### config.mk
export PLATFORM = sky130hd
export DESIGN_NAME = url_field_tokenizer_unit
export DESIGN_NICKNAME = d
export VERILOG_FILES = /design/src/rtl/core/uft_pkg.sv /design/src/rtl/core/uft_parser.sv /design/src/rtl/core/uft_queue.sv /design/src/rtl/core/url_field_tokenizer_unit.sv
export SDC_FILE = /design/constraint.sdc
export NUM_CORES = 1
export LEC_CHECK = 0
export ABC_AREA = 1
export BUFFER_PORTS_ARGS = -buffer_cell sky130_fd_sc_hd__clkbuf_2
export CAP_MARGIN = 10
export CORE_ASPECT_RATIO = 1.75
export CORE_MARGIN = 5
export CORE_UTILIZATION = 52
export CTS_CLUSTER_SIZE = 25
export DETAILED_ROUTE_END_ITERATION = 10
export PLACE_DENSITY_LB_ADDON = 0.3
export SYNTH_ARGS = -nofsm -noshare
export SYNTH_HDL_FRONTEND = slang
export SYNTH_SLANG_ARGS = --single-unit
### constraint.sdc
create_clock -name clock -period 18.5 [get_ports clock]
set_clock_uncertainty 0.1 [all_clocks]
set_input_delay 2.775 -clock clock [delete_from_list [all_inputs] [get_ports clock]]
set_output_delay 2.775 -clock clock [all_outputs]
set_load 0.02 [all_outputs]
### src/rtl/core/uft_pkg.sv
package uft_pkg;

   localparam int MAX_URL_LEN = 1024;
   localparam int POS_W       = $clog2(MAX_URL_LEN + 1);

   localparam int BURST_MAX   = 3;
   localparam int BCNT_W      = 2;
   localparam int QUEUE_DEPTH = 4;
   localparam int QIDX_W      = 2;
   localparam int QCNT_W      = 3;

   localparam logic [7:0] CH_SLASH   = 8'h2F;
   localparam logic [7:0] CH_QUEST   = 8'h3F;
   localparam logic [7:0] CH_COLON   = 8'h3A;
   localparam logic [7:0] CH_EQUAL   = 8'h3D;
   localparam logic [7:0] CH_AMP     = 8'h26;
   localparam logic [7:0] CH_PERCENT = 8'h25;

   typedef enum logic [3:0] {
      ST_START   = 4'd0,
      ST_PROTOCOL = 4'd1,
      ST_SLASH1  = 4'd2,
      ST_SLASH2  = 4'd3,
      ST_HOST    = 4'd4,
      ST_PREPORT = 4'd5,
      ST_PORT    = 4'd6,
      ST_SEGMENT = 4'd7,
      ST_KEY     = 4'd8,
      ST_VALUE   = 4'd9,
      ST_ERROR   = 4'd10
   } uft_state_type;

   typedef enum logic [3:0] {
      EV_BEGIN     = 4'd0,
      EV_PROTOCOL  = 4'd1,
      EV_HOST      = 4'd2,
      EV_PORT      = 4'd3,
      EV_SEGMENT   = 4'd4,
      EV_PATH      = 4'd5,
      EV_KEY_VALUE = 4'd6,
      EV_COMPLETE  = 4'd7,
      EV_ERROR     = 4'd8
   } uft_kind_type;

   typedef struct packed {
      uft_kind_type kind;
      logic [9:0]   first_start;
      logic [10:0]  first_length;
      logic [9:0]   second_start;
      logic [10:0]  second_length;
      logic         last;
   } uft_event_type;

   typedef struct packed {
      uft_event_type [BURST_MAX-1:0] ev;
      logic [BCNT_W-1:0]             count;
   } uft_burst_type;

endpackage

### src/rtl/core/uft_parser.sv
module uft_parser import uft_pkg::*; (
   input  logic          clock,
   input  logic          reset,
   input  logic          take,
   input  logic          end_item,
   input  logic [7:0]    char_in,
   input  logic [7:0]    event_mask,
   output uft_burst_type burst
);

   uft_state_type    state_ff, state_in;
   logic [POS_W-1:0] position_ff, position_in;
   logic [POS_W-1:0] protocol_begin_ff, protocol_begin_in;
   logic [9:0]       host_begin_ff, host_begin_in;
   logic [10:0]      host_count_ff, host_count_in;
   logic [9:0]       port_begin_ff, port_begin_in;
   logic [10:0]      port_count_ff, port_count_in;
   logic [9:0]       path_begin_ff, path_begin_in;
   logic [10:0]      path_count_ff, path_count_in;
   logic [9:0]       segment_begin_ff, segment_begin_in;
   logic [10:0]      segment_count_ff, segment_count_in;
   logic [9:0]       key_begin_ff, key_begin_in;
   logic [10:0]      key_count_ff, key_count_in;
   logic [9:0]       value_begin_ff, value_begin_in;
   logic [10:0]      value_count_ff, value_count_in;

   uft_event_type [BURST_MAX-1:0] raw;
   logic [BURST_MAX-1:0]          raw_valid;
   logic [BURST_MAX-1:0]          keep;
   logic [BCNT_W-1:0]             n;
   logic [9:0]                    pos10;
   logic [9:0]                    pos_next10;
   logic                          advance;
   logic                          ok_end;

   function automatic logic legal_char(input logic [7:0] c);
      logic r;
      case (c) inside
         ["0":"9"], ["A":"Z"], ["a":"z"],
         "-", ".", "_", "~", ":", "/", "?", "#", "[", "]", "@", "!", "$",
         "&", "'", "(", ")", "*", "+", ",", ";", "=", CH_PERCENT: r = 1'b1;
         default: r = 1'b0;
      endcase
      return r;
   endfunction

   function automatic uft_event_type make_event(input uft_kind_type k,
                                                input logic [9:0] s1,
                                                input logic [10:0] l1,
                                                input logic [9:0] s2,
                                                input logic [10:0] l2);
      uft_event_type e;
      e.kind          = k;
      e.first_start   = s1;
      e.first_length  = l1;
      e.second_start  = s2;
      e.second_length = l2;
      e.last          = 1'b0;
      return e;
   endfunction

   always_ff @(posedge clock) begin
      if (reset) begin
         state_ff          <= ST_START;
         position_ff       <= '0;
         protocol_begin_ff <= '0;
         host_begin_ff     <= '0;
         host_count_ff     <= '0;
         port_begin_ff     <= '0;
         port_count_ff     <= '0;
         path_begin_ff     <= '0;
         path_count_ff     <= '0;
         segment_begin_ff  <= '0;
         segment_count_ff  <= '0;
         key_begin_ff      <= '0;
         key_count_ff      <= '0;
         value_begin_ff    <= '0;
         value_count_ff    <= '0;
      end else if (take) begin
         state_ff          <= state_in;
         position_ff       <= position_in;
         protocol_begin_ff <= protocol_begin_in;
         host_begin_ff     <= host_begin_in;
         host_count_ff     <= host_count_in;
         port_begin_ff     <= port_begin_in;
         port_count_ff     <= port_count_in;
         path_begin_ff     <= path_begin_in;
         path_count_ff     <= path_count_in;
         segment_begin_ff  <= segment_begin_in;
         segment_count_ff  <= segment_count_in;
         key_begin_ff      <= key_begin_in;
         key_count_ff      <= key_count_in;
         value_begin_ff    <= value_begin_in;
         value_count_ff    <= value_count_in;
      end
   end

   assign pos10      = 10'(position_ff);
   assign pos_next10 = 10'(position_ff + POS_W'(1));

   always_comb begin
      state_in          = state_ff;
      position_in       = position_ff;
      protocol_begin_in = protocol_begin_ff;
      host_begin_in     = host_begin_ff;
      host_count_in     = host_count_ff;
      port_begin_in     = port_begin_ff;
      port_count_in     = port_count_ff;
      path_begin_in     = path_begin_ff;
      path_count_in     = path_count_ff;
      segment_begin_in  = segment_begin_ff;
      segment_count_in  = segment_count_ff;
      key_begin_in      = key_begin_ff;
      key_count_in      = key_count_ff;
      value_begin_in    = value_begin_ff;
      value_count_in    = value_count_ff;
      raw               = '0;
      raw_valid         = '0;
      advance           = 1'b1;
      ok_end            = 1'b1;

      if (end_item) begin
         advance = 1'b0;
         unique case (state_ff)
            ST_SEGMENT: begin
               raw[0] = make_event(EV_SEGMENT, segment_begin_ff, segment_count_ff, '0, '0);
               raw[1] = make_event(EV_PATH, path_begin_ff, path_count_ff, '0, '0);
               raw_valid[1:0] = 2'b11;
            end
            ST_VALUE: begin
               raw[0] = make_event(EV_KEY_VALUE, key_begin_ff, key_count_ff,
                                   value_begin_ff, value_count_ff);
               raw_valid[0] = 1'b1;
            end
            ST_HOST: begin
               raw[0] = make_event(EV_HOST, host_begin_ff, host_count_ff, '0, '0);
               raw_valid[0] = 1'b1;
            end
            ST_PORT: begin
               raw[0] = make_event(EV_PORT, port_begin_ff, port_count_ff, '0, '0);
               raw_valid[0] = 1'b1;
            end
            default: ok_end = 1'b0;
         endcase
         if (ok_end) begin
            raw[2] = make_event(EV_COMPLETE, '0, 11'(position_ff), '0, '0);
         end else begin
            raw[2] = make_event(EV_ERROR, '0, '0, '0, '0);
         end
         raw_valid[2]      = 1'b1;
         state_in          = ST_START;
         position_in       = '0;
         protocol_begin_in = '0;
         host_begin_in     = '0;
         host_count_in     = '0;
         port_begin_in     = '0;
         port_count_in     = '0;
         path_begin_in     = '0;
         path_count_in     = '0;
         segment_begin_in  = '0;
         segment_count_in  = '0;
         key_begin_in      = '0;
         key_count_in      = '0;
         value_begin_in    = '0;
         value_count_in    = '0;
      end else if (state_ff == ST_ERROR) begin
         advance = 1'b0;
      end else if (!legal_char(char_in) || position_ff >= POS_W'(MAX_URL_LEN)) begin
         advance  = 1'b0;
         state_in = ST_ERROR;
      end else begin
         unique case (state_ff)
            ST_START: begin
               raw[0]       = make_event(EV_BEGIN, '0, '0, '0, '0);
               raw_valid[0] = 1'b1;
               if (char_in == CH_SLASH) begin
                  state_in         = ST_SEGMENT;
                  path_begin_in    = pos10;
                  path_count_in    = path_count_ff + 11'd1;
                  segment_begin_in = pos_next10;
               end else begin
                  state_in          = ST_PROTOCOL;
                  protocol_begin_in = position_ff;
               end
            end
            ST_PROTOCOL: begin
               if (char_in == CH_COLON) begin
                  raw[0] = make_event(EV_PROTOCOL, 10'(protocol_begin_ff),
                                      11'(position_ff - protocol_begin_ff), '0, '0);
                  raw_valid[0] = 1'b1;
                  state_in     = ST_SLASH1;
               end
            end
            ST_SLASH1: begin
               state_in = (char_in == CH_SLASH) ? ST_SLASH2 : ST_ERROR;
            end
            ST_SLASH2: begin
               if (char_in == CH_SLASH) begin
                  state_in      = ST_HOST;
                  host_begin_in = pos_next10;
               end else begin
                  state_in = ST_ERROR;
               end
            end
            ST_HOST: begin
               if (char_in == CH_COLON || char_in == CH_SLASH) begin
                  raw[0]       = make_event(EV_HOST, host_begin_ff, host_count_ff, '0, '0);
                  raw_valid[0] = 1'b1;
                  if (char_in == CH_COLON) begin
                     state_in = ST_PREPORT;
                  end else begin
                     state_in         = ST_SEGMENT;
                     path_begin_in    = pos10;
                     path_count_in    = path_count_ff + 11'd1;
                     segment_begin_in = pos_next10;
                  end
               end else begin
                  host_count_in = host_count_ff + 11'd1;
               end
            end
            ST_PREPORT: begin
               if (char_in == CH_SLASH) begin
                  state_in = ST_ERROR;
               end else begin
                  state_in      = ST_PORT;
                  port_begin_in = pos10;
                  port_count_in = port_count_ff + 11'd1;
               end
            end
            ST_PORT: begin
               if (char_in == CH_SLASH) begin
                  raw[0]           = make_event(EV_PORT, port_begin_ff, port_count_ff, '0, '0);
                  raw_valid[0]     = 1'b1;
                  state_in         = ST_SEGMENT;
                  path_begin_in    = pos10;
                  path_count_in    = path_count_ff + 11'd1;
                  segment_begin_in = pos_next10;
               end else begin
                  port_count_in = port_count_ff + 11'd1;
               end
            end
            ST_SEGMENT: begin
               if (char_in == CH_SLASH || char_in == CH_QUEST) begin
                  raw[0] = make_event(EV_SEGMENT, segment_begin_ff, segment_count_ff,
                                      '0, '0);
                  raw_valid[0]     = 1'b1;
                  segment_begin_in = pos_next10;
                  segment_count_in = '0;
               end else begin
                  segment_count_in = segment_count_ff + 11'd1;
               end
               if (char_in == CH_QUEST) begin
                  raw[1]       = make_event(EV_PATH, path_begin_ff, path_count_ff, '0, '0);
                  raw_valid[1] = 1'b1;
                  state_in     = ST_KEY;
                  key_begin_in = pos_next10;
               end else begin
                  path_count_in = path_count_ff + 11'd1;
               end
            end
            ST_KEY: begin
               if (char_in == CH_EQUAL) begin
                  state_in       = ST_VALUE;
                  value_begin_in = pos_next10;
                  value_count_in = '0;
               end else begin
                  key_count_in = key_count_ff + 11'd1;
               end
            end
            ST_VALUE: begin
               if (char_in == CH_AMP) begin
                  raw[0] = make_event(EV_KEY_VALUE, key_begin_ff, key_count_ff,
                                      value_begin_ff, value_count_ff);
                  raw_valid[0] = 1'b1;
                  state_in     = ST_KEY;
                  key_begin_in = pos_next10;
                  key_count_in = '0;
               end else begin
                  value_count_in = value_count_ff + 11'd1;
               end
            end
            default: begin
               advance  = 1'b0;
               state_in = ST_ERROR;
            end
         endcase
      end

      if (advance) begin
         position_in = position_ff + POS_W'(1);
      end
   end

   always_comb begin
      for (int i = 0; i < BURST_MAX; i++) begin
         keep[i] = raw_valid[i] &&
                   (raw[i].kind == EV_ERROR || event_mask[raw[i].kind[2:0]]);
      end
   end

   // pack surviving events to the front and flag the final one
   always_comb begin
      burst.ev = '0;
      n        = '0;
      for (int i = 0; i < BURST_MAX; i++) begin
         if (keep[i]) begin
            burst.ev[n] = raw[i];
            n           = n + BCNT_W'(1);
         end
      end
      if (n != '0) begin
         burst.ev[n - BCNT_W'(1)].last = 1'b1;
      end
      burst.count = n;
   end

endmodule

### src/rtl/core/uft_queue.sv
module uft_queue import uft_pkg::*; (
   input  logic          clock,
   input  logic          reset,
   input  logic          push,
   input  uft_burst_type burst,
   output logic          can_take,
   output uft_event_type head,
   output logic          head_valid,
   input  logic          head_ready
);

   uft_event_type     slot_ff [QUEUE_DEPTH];
   uft_event_type     slot_in [QUEUE_DEPTH];
   logic [QCNT_W-1:0] count_ff, count_in;
   logic [QCNT_W-1:0] base;
   logic [QCNT_W-1:0] diff;
   logic [BCNT_W-1:0] n;
   logic              pop;

   assign head_valid = (count_ff != '0);
   assign head       = slot_ff[0];
   assign can_take   = (count_ff <= QCNT_W'(1));
   assign pop        = head_valid && head_ready;
   assign n          = push ? burst.count : '0;
   assign base       = count_ff - QCNT_W'(pop);
   assign count_in   = base + QCNT_W'(n);

   // shift out the head, then append the new burst behind what remains
   always_comb begin
      diff = '0;
      for (int i = 0; i < QUEUE_DEPTH; i++) begin
         slot_in[i] = slot_ff[i];
         if (QCNT_W'(i) < base) begin
            slot_in[i] = slot_ff[QIDX_W'(i) + QIDX_W'(pop)];
         end else begin
            diff = QCNT_W'(i) - base;
            if (diff < QCNT_W'(n)) begin
               slot_in[i] = burst.ev[diff[BCNT_W-1:0]];
            end
         end
      end
   end

   always_ff @(posedge clock) begin
      if (reset) begin
         count_ff <= '0;
      end else begin
         count_ff <= count_in;
      end
   end

   always_ff @(posedge clock) begin
      for (int i = 0; i < QUEUE_DEPTH; i++) begin
         slot_ff[i] <= slot_in[i];
      end
   end

   a_count_bound: assert property (@(posedge clock) disable iff (reset)
      count_ff <= QCNT_W'(QUEUE_DEPTH))
      else $error("event queue overfilled");

   a_tail_last: assert property (@(posedge clock) disable iff (reset)
      (count_ff != '0) |-> slot_ff[QIDX_W'(count_ff - QCNT_W'(1))].last)
      else $error("queue tail is not the end of a run");

   a_drain: assert property (@(posedge clock) disable iff (reset)
      (pop && !push) |=> (count_ff == $past(count_ff) - QCNT_W'(1)))
      else $error("queue count did not drop after a pop");

endmodule

### src/rtl/core/url_field_tokenizer_unit.sv
// URL field tokenizer.
// req channel: one request per URL character (req_tuser = 0, character in
// req_tdata) or an end-of-URL request (req_tuser = 1). rsp channel: field
// events, kind in rsp_tuser, start/length pairs in rsp_tdata, rsp_tlast on
// the final event caused by one request. A request may cause zero to three
// events. csr_wr_en/csr_wr_data write the 8-bit event enable mask.
// A request is parsed in the cycle it is accepted; its events are registered
// into a four-entry event queue behind any events still queued.
// Requests are accepted while the queue holds at most one event, so a
// stream with one event or less per request runs at one request per cycle while
// rsp_tready is high; otherwise rsp drains one event per cycle and sets the rate.
// Reset (synchronous) empties the queue, returns the parser to its start
// state with all positions and counts zero, and enables every event.
// When the receiver stalls, the queue fills and req_tready drops; no event
// is lost or reordered.
module url_field_tokenizer_unit import uft_pkg::*; (
   input  logic        clock,
   input  logic        reset,
   input  logic        req_tvalid,
   output logic        req_tready,
   input  logic [7:0]  req_tdata,   // character[7:0]
   input  logic        req_tuser,   // action[0]
   output logic        rsp_tvalid,
   input  logic        rsp_tready,
   output logic [47:0] rsp_tdata,   // first_start[9:0], first_length[20:10],
                                    // second_start[30:21], second_length[41:31], zero
   output logic [3:0]  rsp_tuser,   // event_kind[3:0]
   output logic        rsp_tlast,
   input  logic        csr_wr_en,
   input  logic [7:0]  csr_wr_data
);

   logic [7:0]    event_mask_ff;
   logic          accept;
   logic          can_take;
   uft_burst_type burst;
   uft_event_type head;

   always_ff @(posedge clock) begin
      if (reset) begin
         event_mask_ff <= 8'hFF;
      end else if (csr_wr_en) begin
         event_mask_ff <= csr_wr_data;
      end
   end

   assign req_tready = can_take;
   assign accept     = req_tvalid && can_take;

   uft_parser u_parser (
      .clock      (clock),
      .reset      (reset),
      .take       (accept),
      .end_item   (req_tuser),
      .char_in    (req_tdata),
      .event_mask (event_mask_ff),
      .burst      (burst)
   );

   uft_queue u_queue (
      .clock      (clock),
      .reset      (reset),
      .push       (accept),
      .burst      (burst),
      .can_take   (can_take),
      .head       (head),
      .head_valid (rsp_tvalid),
      .head_ready (rsp_tready)
   );

   assign rsp_tdata = {6'd0, head.second_length, head.second_start,
                       head.first_length, head.first_start};
   assign rsp_tuser = head.kind;
   assign rsp_tlast = head.last;

endmodule

Yosys cells after proc, flatten, opt, wreduce, memory -nomap -nowiden
Memories as Yosys holds them, arrays and structs flattened.
Index checks and enable logic that the tools add are counted.
Storage, ports and cells
  word-level logic and storage cells: 349
  register bits: 163
  memory bits (writable): 188
  bits in latches: 0
  memories kept: 1
  memory bits (read-only): 0
Memories
  u_queue.slot_ff: depth 4, width 47, read ports 5, clocked after memory_dff 0, write ports 4, RTL line uft_queue.sv:12  | uft_event_type slot_ff [QUEUE_DEPTH];
Operators by class
  bitwise gates (word level): 0
  mux-type cells: 168
  divide/modulo/power cells: 0
  eq/ne operators: 59
  order comparisons: 29
  add/subtract/negate cells: 20
  shifts and indexed selects: 0
  reduce and logical (&&, ||, !) cells: 55
  $mul: 0
Operators with widths (number)
  $mux 47: 18
  $mux 11: 39
  $bwmux 141: 3
  $mux 141: 3
  $bmux 47 s2: 4
  $mux 10: 32
  $demux 47 s2: 3
  $mux 94: 3
  $pmux 47 s5: 1
  $mux 46: 4
  $pmux 46 s4: 1
  $eq 8x6->1 const B: 18
  $mux 45: 2
  $add 11x1->11 const B: 7
  $mux 4: 12
  $mux 44: 1
  $pmux 11 s2: 2
  $eq 8x7->1 const B: 5
  $pmux 10 s2: 2
  $pmux 4 s10: 1
  $pmux 11 s3: 1
  $pmux 10 s3: 1
  $reduce_and 5->1: 6
  $reduce_or 26->1: 1
  53 further kinds: 161

Longest topological paths before layout
  depth after elaboration: 31
  depth in mapped cells: 30
  mapped depth without buffers: 28

Cells and area by module
A second synthesis with hierarchy kept.
Unflattened totals
  cell total of the unflattened synthesis: 3702
  area total of the unflattened synthesis: 23975.5 um^2
Modules (own cells, without submodules)
  uft_queue: instances 1, cells an instance 1945, area an instance 12901.1 um^2
  uft_parser: instances 1, cells an instance 1713, area an instance 10739.0 um^2
  url_field_tokenizer_unit: instances 1, cells an instance 44, area an instance 335.3 um^2

Worst setup path after synthesis
Ideal clock, no wire load.
  path type: in2reg
  from: in rsp_tready
  to: mem u_queue.slot_ff[2][0] in the netlist's numbering, enable pin
  library setup time: 0.517 ns
  arrival time: 8.303 ns
  setup slack: 9.581 ns
  stages: 15
  data required time: 17.883 ns
  path buffers: 5
  cell sequence: nand2_1 -> clkbuf_1 -> inv_1 -> clkbuf_1 -> clkbuf_1 -> ha_1 -> ha_1 -> or2_2 -> nand2_1 -> clkbuf_1 -> ha_1 -> clkbuf_1 -> clkinv_1 -> nand2_1 -> o21ai_0
RTL lines
  from (decl): RTL line url_field_tokenizer_unit.sv:24  | input logic rsp_tready,
  to (decl): RTL line uft_queue.sv:12

==> flow_metrics.py <==
metrics = {
    "run_status": {
        "status": "completed",
    },
    "pwr": {
        "leakagePower_nw": 8.54,
        "power-per-cell-area_nw_per_um2": 171,
        "vdd_drop_max_mv": 0.161,
        "totalPowerFinal_mw": 3.85,
    },
    "clock_tree": {
        "tritoncts": "built",
        "numClockSinks": 351,
        "htree_levels": 2,
        "insertion_delay_ns": 0.55,
        "path_clk_slew_ns": 0.07,
        "cts-root-buf": "clkbuf_16",
        "cts_resized": 0,
        "post-cts-setup-buffer-count": 0,
        "cts_buffers": 36,
        "ctsLongestPathBuffers": 3,
        "cts_hold_buf": 0,
    },
    "final_layout": {
        "area_growth_pct": 8.97,
        "finalNetCount": 2822,
        "layout_commonest_cell": "nand2_1",
        "fillers": 3686,
        "layout_common_cells": "nand2_1, inv_1, o21ai_0",
        "drive_gt1_frac": 0.0849,
    },
    "route": {
        "met2WireLength_um": 35900,
        "drtAntennaViolNets": 0,
        "first_pass_iters": 9,
        "num_vias": 20300,
        "dr.first_iter.drc_count": 2008,
        "post_drt_via_cell_ratio": 6.19,
        "drt-met1-wl_um": 24400,
        "drc": 0,
        "drt-total-wl_um": 72400,
        "dr.max_layer_used": "met4",
        "routed-wl-met3_um": 5140,
        "wl_per_cell_um": 22.1,
    },
    "worst_setup_path": {
        "r2r_cells": 18,
        "path_depth": 17,
        "critPathMostFrequentCell": "buf_4",
        "crit_family": "buffers and inverters",
        "timing.critical_path.buf_inv": 8,
        "worst_setup_path_end_kind": "flip-flop",
        "cp_max_fo": 92,
        "worstPathRequired_ns": 18.75,
        "slowest_stage": "ha_2",
        "critPathKind": "input port to flip-flop",
        "critical_path_arrival_ns": 9.12,
        "max_stage_delay_ns": 1.06,
        "worstPathCellList": "clkbuf_2 -> nand2_2 -> buf_4 -> inv_2 -> ha_2 -> ha_1 -> or2_2 -> nand2_2 -> buf_4 -> ha_2 -> clkinv_1 -> nand2_1 -> inv_1 -> buf_4 -> nor2_1 -> clkinv_1 -> o221ai_1",
        "start_kind": "input port",
    },
    "placed_design": {
        "dp_hpwl_um": 51500,
        "io_buffers": 70,
        "gp_congestion": 1.03,
    },
    "floorplan": {
        "die_h_um": 274,
        "ios": 77,
        "fp-row-count": 96,
        "die_w_um": 161,
        "die_area_sq_um": 44000,
        "core_sq_um": 39300,
        "start_util": 0.527,
    },
    "timing": {
        "maxSlewHeadroom": 0.165,
        "slew_violations": 0,
        "hold_viol": 0,
        "max_freq_mhz": 113,
        "finalSetupViolations": 0,
        "tns_ns": 0,
        "finalCriticalPeriod_ns": 8.87,
        "rsz0062_at_grt": "false",
        "period_share": 0.480,
        "max_slew.worst_pin.slew_ns": 1.24,
    },
    "synthesis": {
        "synth.ff_latch_count": 351,
        "async_flop_share": 0,
        "syn-instance-count": 2770,
        "synthFlopType": "edfxtp_1",
        "ys_seq_area_frac": 0.431,
        "yosysWarningCount": 0,
        "synth_cell_types": 59,
        "syn-cell-area_sq_um": 20700,
        "synth_edf_count": 188,
        "synth_area_per_cell_sq_um": 7.47,
    },
    "grt": {
        "grt_max_degree": 102,
        "overflow": 0,
        "grt_pass1_wl_um": 110000,
        "antenna_found_initial": 1,
        "track_usage": 0.318,
        "grt_pass1_vias": 19800,
    },
    "min_path": {
        "hp-class": "flip-flop to flip-flop",
        "whs_path_depth": 2,
    },
    "flow_run": {
        "cap_violations": 0,
    },
}
[metrics by stage]
step	hold WS, ns	setup WS [ns]	area [sq um]	std cells	utilization
3_3_place_gp	0.343	9.19	21300	3216	0.542
2_1_floorplan	0.322	9.58	20700	2775	-
4_1_cts	0.359	9.70	22500	3281	0.574
5_1_grt	0.373	9.24	22500	3281	0.574
3_5_place_dp	0.349	9.15	21300	3216	0.542
6_report	0.358	9.63	22500	3282	0.574
[area by class of cell]
class,count,area (sq um),share of cell area
sequential,351,8910,0.395
clock inverter,18,226,0.0100
tap,490,613,0.0272
inverter,330,1250,0.0555
clock buffer,47,1000,0.0445
timing repair buffer,97,553,0.0245
antenna,1,2.50,0.000111
multi-input combinational,1948,9980,0.443
[tightest hold or removal path, cell delays in order (launching register included)]
cell and delay [ns]:
dfxtp_1 0.30, inv_1 0.06, a21oi_1 0.05
[routing by layer]
metal	vias to the layer above	GRT usage
met3	334	0.0484
met2	1050	0.563
met1	9453	0.328
li1	9475	-
met5	-	0
met4	0	0.264
[synthesized netlist by cell type, drive strengths merged, types with 8 or more instances]
master / number / area share
nand4: 39 / 0.013
a211oi: 41 / 0.015
o221ai: 10 / 0.0042
nor2: 228 / 0.046
nor3b: 9 / 0.0035
o21bai: 16 / 0.0058
a21oi: 191 / 0.047
nand2: 586 / 0.11
a31oi: 9 / 0.0027
clkinv: 15 / 0.0027
o211ai: 18 / 0.0065
edfxtp: 188 / 0.27
a221oi: 11 / 0.0047
ha: 34 / 0.021
o22ai: 59 / 0.018
nand3: 215 / 0.055
dfxtp: 163 / 0.16
nor3: 63 / 0.016
clkbuf: 112 / 0.020
o31ai: 15 / 0.0054
o21ai: 348 / 0.085
inv: 315 / 0.058
buf: 34 / 0.0099
xor2: 8 / 0.0034
[power breakdown]
part / switching, mW / leakage [nW] / internal, mW
logic: 1.25 / 4.81 / 0.423
registers: 0.125 / 3.13 / 1.28
clock network: 0.320 / 0.603 / 0.454
[worst paths after layout]
| path | startpoint | end | slack (ns) |
|---|---|---|---|
| min reg2reg | u_parser.host_begin_ff[3]$_SDFFE_PP0P_ | u_parser.host_begin_ff[3]$_SDFFE_PP0P_ | 0.36 |
| min | u_parser.host_begin_ff[3]$_SDFFE_PP0P_ | u_parser.host_begin_ff[3]$_SDFFE_PP0P_ | 0.36 |
| max reg2reg | u_queue.count_ff[1]$_SDFF_PP0_ | u_queue.slot_ff[2][46]$_DFFE_PP_ | 11.34 |
| max | rsp_tready | u_queue.slot_ff[2][46]$_DFFE_PP_ | 9.63 |
[cells by family after synthesis]
| logic type | share of synthesized area |
|---|---|
| other | 0.000181 |
| AND/OR/NAND/NOR | 0.248 |
| buffers and inverters | 0.0907 |
| adder cells (fa/ha/maj) | 0.0225 |
| AO/OA/AOI/OAI | 0.202 |
| flip-flops | 0.431 |
| XOR/XNOR | 0.00508 |
[registers in the layout, indices dropped and copies added (netlist names), 10 cells and up]
| signal | flops |
|---|---|
| u_parser.protocol_begin_ff | 11 |
| u_parser.port_count_ff | 11 |
| u_parser.segment_begin_ff | 10 |
| u_parser.key_begin_ff | 10 |
| u_parser.position_ff | 11 |
| u_parser.path_count_ff | 11 |
| u_parser.segment_count_ff | 11 |
| u_parser.port_begin_ff | 10 |
| u_parser.path_begin_ff | 10 |
| u_parser.host_begin_ff | 10 |
| u_queue.slot_ff | 188 |
| u_parser.value_begin_ff | 10 |
| u_parser.host_count_ff | 11 |
| u_parser.key_count_ff | 11 |
| u_parser.value_count_ff | 11 |
Note: power is estimated with default switching activity, not from simulation.
